### config.mk
export PLATFORM = sky130hd
export DESIGN_NAME = soundex_first_word_encoder_top_flat
export DESIGN_NICKNAME = d
export VERILOG_FILES = /design/src/rtl/sdx_pkg.sv /design/src/rtl/sdx_in_if.sv /design/src/rtl/sdx_out_if.sv /design/src/rtl/soundex_first_word_encoder_top.sv /design/src/flat_wrapper.sv
export SDC_FILE = /design/constraint.sdc
export NUM_CORES = 1
export LEC_CHECK = 0
export BUFFER_PORTS_ARGS = -buffer_cell sky130_fd_sc_hd__buf_2
export CORE_ASPECT_RATIO = 0.6
export CORE_MARGIN = 8
export CORE_UTILIZATION = 46
export DETAILED_ROUTE_END_ITERATION = 8
export PLACE_DENSITY = 0.68
export SYNTH_ARGS = -nofsm -noshare
export SYNTH_HDL_FRONTEND = slang
export SYNTH_SLANG_ARGS = --single-unit
### constraint.sdc
create_clock -name clk -period 3.4 [get_ports clk]
set_input_delay 0.68 -clock clk [delete_from_list [all_inputs] [get_ports clk]]
set_output_delay 0.68 -clock clk [all_outputs]
set_load 0.02 [all_outputs]
### src/rtl/sdx_pkg.sv
// shared types, constants and the letter class lookup for the soundex encoder
// no dependencies
package sdx_pkg;

  localparam int unsigned DIGITS = 3;
  localparam logic [5:0] PAD_CHAR = 6'h30;

  typedef logic [2:0] sdx_class_t;

  localparam sdx_class_t CLS_NONE  = 3'd0;
  localparam sdx_class_t CLS_LABIAL = 3'd1;
  localparam sdx_class_t CLS_GUTTURAL = 3'd2;
  localparam sdx_class_t CLS_DENTAL = 3'd3;
  localparam sdx_class_t CLS_L = 3'd4;
  localparam sdx_class_t CLS_NASAL = 3'd5;
  localparam sdx_class_t CLS_R = 3'd6;

  typedef struct packed {
    logic [7:0] lead_char;
    logic [5:0] digit_one;
    logic [5:0] digit_two;
    logic [5:0] digit_three;
    logic       no_word;
  } sdx_result_t;

  function automatic logic is_word_char(input logic [7:0] c);
    return (c >= "a" && c <= "z") || (c >= "A" && c <= "Z") ||
           (c >= "0" && c <= "9") || (c == "'");
  endfunction

  function automatic logic [7:0] to_lower(input logic [7:0] c);
    return (c >= "A" && c <= "Z") ? c + 8'd32 : c;
  endfunction

  function automatic logic [7:0] to_upper(input logic [7:0] c);
    return (c >= "a" && c <= "z") ? c - 8'd32 : c;
  endfunction

  function automatic sdx_class_t class_of(input logic [7:0] c);
    logic [7:0] l;
    sdx_class_t r;
    l = to_lower(c);
    case (l) inside
      "b", "f", "p", "v":                     r = CLS_LABIAL;
      "c", "g", "j", "k", "q", "s", "x", "z": r = CLS_GUTTURAL;
      "d", "t":                               r = CLS_DENTAL;
      "l":                                    r = CLS_L;
      "m", "n":                               r = CLS_NASAL;
      "r":                                    r = CLS_R;
      default:                                r = CLS_NONE;
    endcase
    return r;
  endfunction

endpackage

### src/rtl/sdx_in_if.sv
// input channel: one text byte per transfer with an end-of-text mark
// no dependencies
interface sdx_in_if;
  logic       valid;
  logic       ready;
  logic [7:0] text_byte;
  logic       end_of_text;

  modport source (output valid, output text_byte, output end_of_text, input ready);
  modport sink (input valid, input text_byte, input end_of_text, output ready);
endinterface

### src/rtl/sdx_out_if.sv
// output channel: one four-character code per transfer
// no dependencies
interface sdx_out_if;
  logic       valid;
  logic       ready;
  logic [7:0] lead_char;
  logic [5:0] digit_one;
  logic [5:0] digit_two;
  logic [5:0] digit_three;
  logic       no_word;

  modport source (output valid, output lead_char, output digit_one, output digit_two,
                  output digit_three, output no_word, input ready);
  modport sink (input valid, input lead_char, input digit_one, input digit_two,
                input digit_three, input no_word, output ready);
endinterface

### src/rtl/soundex_first_word_encoder_top.sv
// soundex encoder of the first word of a byte stream, top level
// depends on sdx_pkg, sdx_in_if, sdx_out_if
// the end-of-text result is registered in the output register, else in the skid
// throughput: one byte per cycle; result queue of two (output register plus skid)
// ready drops only while both queue entries hold a result
// reset (synchronous, rst high): word search restarts, queue empties
module soundex_first_word_encoder_top (
  input  logic      clk,
  input  logic      rst,
  sdx_in_if.sink    text,
  sdx_out_if.source code
);
  import sdx_pkg::*;

  localparam logic [1:0] PH_BEFORE = 2'd0;
  localparam logic [1:0] PH_IN     = 2'd1;
  localparam logic [1:0] PH_AFTER  = 2'd2;

  logic [1:0]  phase, phase_next;
  logic [7:0]  lead_store, lead_store_next;
  logic [1:0]  digit_count, digit_count_next;
  sdx_class_t  digit_store [DIGITS];
  sdx_class_t  digit_store_next [DIGITS];
  sdx_class_t  prior_class, prior_class_next;

  sdx_result_t head, skid, result;
  logic        head_valid, skid_valid;

  logic        accept, push, pop, word;
  sdx_class_t  cur;

  assign text.ready = !skid_valid;
  assign accept     = text.valid && text.ready;
  assign push       = accept && text.end_of_text;
  assign pop        = head_valid && code.ready;
  assign word       = is_word_char(text.text_byte);
  assign cur        = class_of(text.text_byte);

  always_comb begin
    phase_next       = phase;
    lead_store_next  = lead_store;
    digit_count_next = digit_count;
    prior_class_next = prior_class;
    for (int i = 0; i < DIGITS; i++) digit_store_next[i] = digit_store[i];
    unique case (phase)
      PH_BEFORE: begin
        if (word) begin
          lead_store_next  = to_upper(to_lower(text.text_byte));
          prior_class_next = cur;
          digit_count_next = 2'd0;
          phase_next       = PH_IN;
        end
      end
      PH_IN: begin
        if (!word) begin
          phase_next = PH_AFTER;
        end else if (digit_count < 2'(DIGITS)) begin
          if (cur != CLS_NONE && cur != prior_class) begin
            digit_store_next[digit_count] = cur;
            digit_count_next = digit_count + 2'd1;
          end
          prior_class_next = cur;
        end
      end
      default: ;
    endcase
  end

  always_comb begin
    if (phase_next == PH_BEFORE) begin
      result = '{lead_char: 8'd0, digit_one: 6'd0, digit_two: 6'd0,
                 digit_three: 6'd0, no_word: 1'b1};
    end else begin
      result.lead_char   = lead_store_next;
      result.digit_one   = (digit_count_next > 2'd0) ?
                           (PAD_CHAR | 6'(digit_store_next[0])) : PAD_CHAR;
      result.digit_two   = (digit_count_next > 2'd1) ?
                           (PAD_CHAR | 6'(digit_store_next[1])) : PAD_CHAR;
      result.digit_three = (digit_count_next > 2'd2) ?
                           (PAD_CHAR | 6'(digit_store_next[2])) : PAD_CHAR;
      result.no_word     = 1'b0;
    end
  end

  always_ff @(posedge clk) begin
    if (rst) begin
      phase       <= PH_BEFORE;
      digit_count <= 2'd0;
      prior_class <= CLS_NONE;
      lead_store  <= 8'd0;
    end else if (accept) begin
      if (text.end_of_text) begin
        phase       <= PH_BEFORE;
        digit_count <= 2'd0;
        prior_class <= CLS_NONE;
        lead_store  <= 8'd0;
      end else begin
        phase       <= phase_next;
        digit_count <= digit_count_next;
        prior_class <= prior_class_next;
        lead_store  <= lead_store_next;
      end
    end
  end

  always_ff @(posedge clk) begin
    if (accept) begin
      for (int i = 0; i < DIGITS; i++) digit_store[i] <= digit_store_next[i];
    end
  end

  // two-entry result queue
  always_ff @(posedge clk) begin
    if (rst) begin
      head_valid <= 1'b0;
      skid_valid <= 1'b0;
    end else begin
      if (push) begin
        if (!head_valid || pop) begin
          head_valid <= 1'b1;
        end else begin
          skid_valid <= 1'b1;
        end
      end else if (pop) begin
        if (skid_valid) begin
          skid_valid <= 1'b0;
        end else begin
          head_valid <= 1'b0;
        end
      end
    end
  end

  always_ff @(posedge clk) begin
    if (push) begin
      if (!head_valid || pop) begin
        head <= result;
      end else begin
        skid <= result;
      end
    end else if (pop && skid_valid) begin
      head <= skid;
    end
  end

  assign code.valid       = head_valid;
  assign code.lead_char   = head.lead_char;
  assign code.digit_one   = head.digit_one;
  assign code.digit_two   = head.digit_two;
  assign code.digit_three = head.digit_three;
  assign code.no_word     = head.no_word;

endmodule

### src/flat_wrapper.sv
// flat-port wrapper written by rule: the top's interface ports become plain ports
module soundex_first_word_encoder_top_flat import sdx_pkg::*;
  (clk, rst, text_valid, text_text_byte, text_end_of_text, text_ready, code_valid, code_lead_char, code_digit_one, code_digit_two, code_digit_three, code_no_word, code_ready);
  sdx_in_if text_i ();
  sdx_out_if code_i ();
  input  logic clk;
  input  logic rst;
  input wire logic [$bits(text_i.valid)-1:0] text_valid;
  input wire logic [$bits(text_i.text_byte)-1:0] text_text_byte;
  input wire logic [$bits(text_i.end_of_text)-1:0] text_end_of_text;
  output wire logic [$bits(text_i.ready)-1:0] text_ready;
  output wire logic [$bits(code_i.valid)-1:0] code_valid;
  output wire logic [$bits(code_i.lead_char)-1:0] code_lead_char;
  output wire logic [$bits(code_i.digit_one)-1:0] code_digit_one;
  output wire logic [$bits(code_i.digit_two)-1:0] code_digit_two;
  output wire logic [$bits(code_i.digit_three)-1:0] code_digit_three;
  output wire logic [$bits(code_i.no_word)-1:0] code_no_word;
  input wire logic [$bits(code_i.ready)-1:0] code_ready;
  assign text_i.valid = text_valid;
  assign text_i.text_byte = text_text_byte;
  assign text_i.end_of_text = text_end_of_text;
  assign text_ready = text_i.ready;
  assign code_valid = code_i.valid;
  assign code_lead_char = code_i.lead_char;
  assign code_digit_one = code_i.digit_one;
  assign code_digit_two = code_i.digit_two;
  assign code_digit_three = code_i.digit_three;
  assign code_no_word = code_i.no_word;
  assign code_i.ready = code_ready;
  soundex_first_word_encoder_top u_core (.clk(clk), .rst(rst), .text(text_i), .code(code_i));
endmodule
==> reports/summary.json <==
{
  "power": {
    "p_per_area_nw_per_um2": 472,
    "max-vdd-ir-drop_uv": 367,
    "post_layout_power_mw": 2.08,
    "leakagePower_nw": 1.75
  },
  "worst_setup_path": {
    "cp.buffers_inverters": 2,
    "worstSetupPathType": "in2reg",
    "worst-endpoint-arrival_ps": 3500,
    "r2r_setup_slack_ps": 860,
    "worst_path_max_delay_cell": "sky130_fd_sc_hd__or3b_4",
    "crit_fanout": 5,
    "critical_path.max_stage_delay_ps": 400,
    "setup.worst_path.end_class": "flop",
    "regToRegEndpoint": "u_core.code.digit_three[2]",
    "worstPathCellList": "buf_6 -> or3b_4 -> o22ai_4 -> nand3_4 -> xnor2_2 -> inv_2 -> ha_4 -> nand2_4 -> o32ai_4 -> nand4_1 -> a31o_4 -> o211ai_4 -> nand4_1 -> o21ai_1",
    "r2r-start": "u_core.digit_count[0]",
    "critPathLaunchType": "input port",
    "ff2ff_path_depth": 8,
    "worst_path_most_repeated_cell": "sky130_fd_sc_hd__nand4_1",
    "cp_data_required_time_ps": 3580,
    "critPathTopFamily": "compound AO/OA/AOI/OAI gates"
  },
  "floorplan": {
    "io_pins": 42,
    "num_rows": 24,
    "core_um2": 7270,
    "initial_utilization_pct": 47.7,
    "die_height_um": 83.2,
    "die_area_um2": 10700,
    "die_width_um": 128
  },
  "placed_design": {
    "port_buffers": 38,
    "dp_hpwl_um": 5830,
    "placed_cells_incl_taps": 497,
    "gpl.final_weighted_congestion": 0.914,
    "dpl_worst_slack_ps": -341
  },
  "timing": {
    "relSlewSlack_pct": 26.1,
    "slew_violations": 0,
    "transition_at_the_pin_with_the_smallest_max_transition_slack_ps": 1110,
    "worst_clock_skew_ps": 6.03,
    "unrepaired_setup_endpoints_after_global_routing": "true",
    "finalCritPeriodShare_pct": 97.9,
    "final.setup.worst_slack_ps": 71.3,
    "final-hold-violation-count": 0,
    "final.min_clock_period_ps": 3330,
    "setup_viol": 0,
    "max_clock_freq_mhz": 300,
    "hold_ws_ps": 505
  },
  "clock_tree": {
    "cts_sinks": 64,
    "cts-root-buf": "sky130_fd_sc_hd__clkbuf_16",
    "clockBufferDepth": 2,
    "ctsHoldBuffers": 0,
    "worst_setup_hold_path_clk_slew_ps": 50,
    "tritoncts": "built",
    "clk-insertion-delay-late_ps": 330,
    "cts-buffers-inserted": 9,
    "ctsHtreeMaxLevel": 3
  },
  "logic_synthesis": {
    "netlist_area_um2": 3460,
    "synth.lib_cells_used.distinct": 61,
    "gate_count_after_technology_mapping": 345,
    "synthArstFlopShare_pct": 0,
    "synth_seq_cells": 64,
    "post_synth.cell_area_avg_um2": 10.0,
    "number_of_enable_flip_flop_cells_after_synthesis": 47,
    "synth_largest_area_cell": "sky130_fd_sc_hd__edfxtp_1",
    "yosys.area_share.xor_xnor_pct": 1.44,
    "post_synth_fa_ha_maj_area_fraction_pct": 2.89,
    "yosys_warnings": 0,
    "synth_top_family_by_area": "simple AND/OR/NAND/NOR gates",
    "synth-simple-area-share_pct": 16.7,
    "synth_area_leaders": "sky130_fd_sc_hd__edfxtp_1 41%, sky130_fd_sc_hd__dfxtp_1 9.8%, sky130_fd_sc_hd__nand2_1 4.8%",
    "synth_largest_type_area_fraction_pct": 40.7,
    "synth_mux_area_share_pct": 5.34,
    "fraction_of_the_mapped_netlist_area_in_compound_gates_pct": 16.5,
    "yosys_most_used_dff": "sky130_fd_sc_hd__edfxtp_1",
    "synth-seq-area-share_pct": 50.6
  },
  "job": {
    "cap_viol_max_count": 0
  },
  "cells_and_area": {
    "filler_cell_count": 603,
    "multiInputGateArea_um2": 1640,
    "synthToLayoutAreaGrowth_pct": 26.9,
    "layout.nets": 429,
    "final_core_utilization_pct": 60.5,
    "drive_above_1_share_pct": 30.3,
    "antenna_cells": 0,
    "final-instance-count-excl-fill": 517,
    "sequential_cell_area_um2": 1750
  },
  "global_route": {
    "grt_antenna_before_repair": 0,
    "overall_fraction_of_global_route_tracks_in_use_pct": 15.8,
    "grt_max_degree": 28,
    "first_global_vias": 2613,
    "grt_pass1_wl_um": 13400,
    "grt_remaining_overflow": 0
  },
  "min_path": {
    "hp-start": "u_core.lead_store[7]",
    "worstHoldPathCells": 2,
    "timing.hold.worst_endpoint": "u_core.lead_store[7]",
    "worst_hold_path_type": "reg2reg"
  },
  "routing": {
    "route.antenna.remaining_nets": 0,
    "detail_route.wirelength_um": 8230,
    "route.detailed.wl_per_inst_um": 15.9,
    "vias_per_cell": 5.36,
    "detail_route.first_pass.iterations": 5,
    "route.vias.total": 2773,
    "count_of_unresolved_drc_violations_after_routing": 0,
    "drt_iter0_drc": 240
  },
  "run_status": {
    "run_status": "finished clean"
  }
}
[layout by cell type, fill, tap and decap left out, types with 6 or more instances in the layout]
cell type	count
sky130_fd_sc_hd__a21oi_1	12
sky130_fd_sc_hd__a22oi_1	10
sky130_fd_sc_hd__buf_2	37
sky130_fd_sc_hd__buf_4	37
sky130_fd_sc_hd__clkbuf_16	10
sky130_fd_sc_hd__dfxtp_1	17
sky130_fd_sc_hd__edfxtp_1	47
sky130_fd_sc_hd__ha_1	7
sky130_fd_sc_hd__inv_1	20
sky130_fd_sc_hd__mux2i_1	12
sky130_fd_sc_hd__nand2_1	41
sky130_fd_sc_hd__nor2_1	38
sky130_fd_sc_hd__nor3_1	9
sky130_fd_sc_hd__o21ai_0	11
sky130_fd_sc_hd__o31ai_1	6
[where the power goes]
part           switching, mW  leakage [nW]  internal, mW
Sequential           0.00753         0.533         0.861
Clock                  0.322         0.161         0.627
Combinational          0.161          1.05        0.0980
[cells in the mapped netlist, types with 2 or more instances]
cell type and count:
sky130_fd_sc_hd__a22oi_1 10, sky130_fd_sc_hd__buf_4 8, sky130_fd_sc_hd__nand3_1 5, sky130_fd_sc_hd__edfxtp_1 47, sky130_fd_sc_hd__nand2b_1 5, sky130_fd_sc_hd__o32ai_1 2, sky130_fd_sc_hd__ha_1 8, sky130_fd_sc_hd__o31ai_1 7
sky130_fd_sc_hd__nor2_1 39, sky130_fd_sc_hd__inv_1 21, sky130_fd_sc_hd__a21oi_1 13, sky130_fd_sc_hd__o211ai_1 4, sky130_fd_sc_hd__o21ai_0 15, sky130_fd_sc_hd__nor2b_1 5, sky130_fd_sc_hd__a21o_1 2, sky130_fd_sc_hd__dfxtp_1 17
sky130_fd_sc_hd__a2bb2oi_1 2, sky130_fd_sc_hd__nand2_1 44, sky130_fd_sc_hd__mux2_2 2, sky130_fd_sc_hd__mux2i_1 14, sky130_fd_sc_hd__buf_2 5, sky130_fd_sc_hd__and3_1 2, sky130_fd_sc_hd__clkbuf_1 10, sky130_fd_sc_hd__o41ai_1 3
sky130_fd_sc_hd__a211oi_1 2, sky130_fd_sc_hd__nor3_1 9, sky130_fd_sc_hd__clkinv_1 2, sky130_fd_sc_hd__xnor2_2 2, sky130_fd_sc_hd__nor2_2 2, sky130_fd_sc_hd__and2_1 5, sky130_fd_sc_hd__nand4_1 3
[final cells by class]
class,count,area share [%]
Sequential cell,64,39.8
Multi-Input combinational cell,235,37.3
Tap cell,104,2.96
Inverter,23,1.96
Clock buffer,11,6.00
Timing Repair Buffer,75,10.8
Clock inverter,5,1.17
[flip-flops by register name, summed over array words and instances (netlist names)]
name and cells:
u_core.code.digit_one 4, u_core.code.digit_three 3, u_core.code.digit_two 3, u_core.code.lead_char 8
u_core.code.no_word 1, u_core.code.valid 1, u_core.digit_count 2, u_core.digit_store 9
u_core.lead_store 8, u_core.phase 2, u_core.prior_class 3, u_core.skid 19
u_core.skid_valid 1
[layer usage]
| metal | share of wire (%) | GRT usage [%] | routed length [um] | vias up |
|---|---|---|---|---|
| li1 | - | - | - | 1362 |
| met1 | 50 | 22.1 | 4110 | 1315 |
| met2 | 42 | 22.3 | 3470 | 86 |
| met3 | 7.1 | 6.12 | 583 | 10 |
| met4 | 0.86 | 3.86 | 71 | 0 |
| met5 | 0 | 0 | 0 | - |
[metrics by stage]
| stage | TNS (ps) | area [um^2] |
|---|---|---|
| after global routing | -351 | 4400 |
| after detailed placement | -5480 | 3930 |
| after CTS | 0 | 4250 |
| after global placement | -2970 | 3930 |
| after floorplan | 0 | 3500 |
| final | 0 | 4400 |
[cells by family (layout without fill, tap and decap cells)]
kind of cell / after synthesis / in the layout
xor gates and xnor gates: 4 / 4
other: 1 / 3
and+or+nand+nor: 127 / 127
muxes: 17 / 17
adders and majority gates: 8 / 8
AOI/OAI and AO/OA: 76 / 76
DFF: 64 / 64
buffers and inverters: 48 / 114
[worst reg2reg max path, delay by kind of cell, from the launching register on]
| kind | cells | cell delay (ps) |
|---|---|---|
| AOI/OAI and AO/OA | 5 | 1200 |
| and+or+nand+nor | 2 | 470 |
| DFF | 1 | 390 |
| adders and majority gates | 1 | 320 |
[worst max path at each step]
stage	from	to	slack (ps)	cells past startpoint
after floorplan	text_text_byte[2]	u_core.code.digit_one[0]	10	13
after global placement	text_text_byte[2]	u_core.code.digit_one[1]	-240	14
after detailed placement	text_text_byte[2]	u_core.code.digit_one[1]	-340	14
after CTS	text_text_byte[2]	u_core.code.digit_one[1]	30	14
after global routing	text_text_byte[5]	u_core.code.digit_three[2]	-60	16
final	text_text_byte[0]	u_core.code.digit_three[2]	70	14
[repair_timing]
item | 4_1_cts | 5_1_grt
setup buffers | 0 | 4
endpoints found under the setup margin | 1 | 26
resized for setup | 1 | 25
pin swaps | 0 | 13
(Power assumes the default switching activity.)
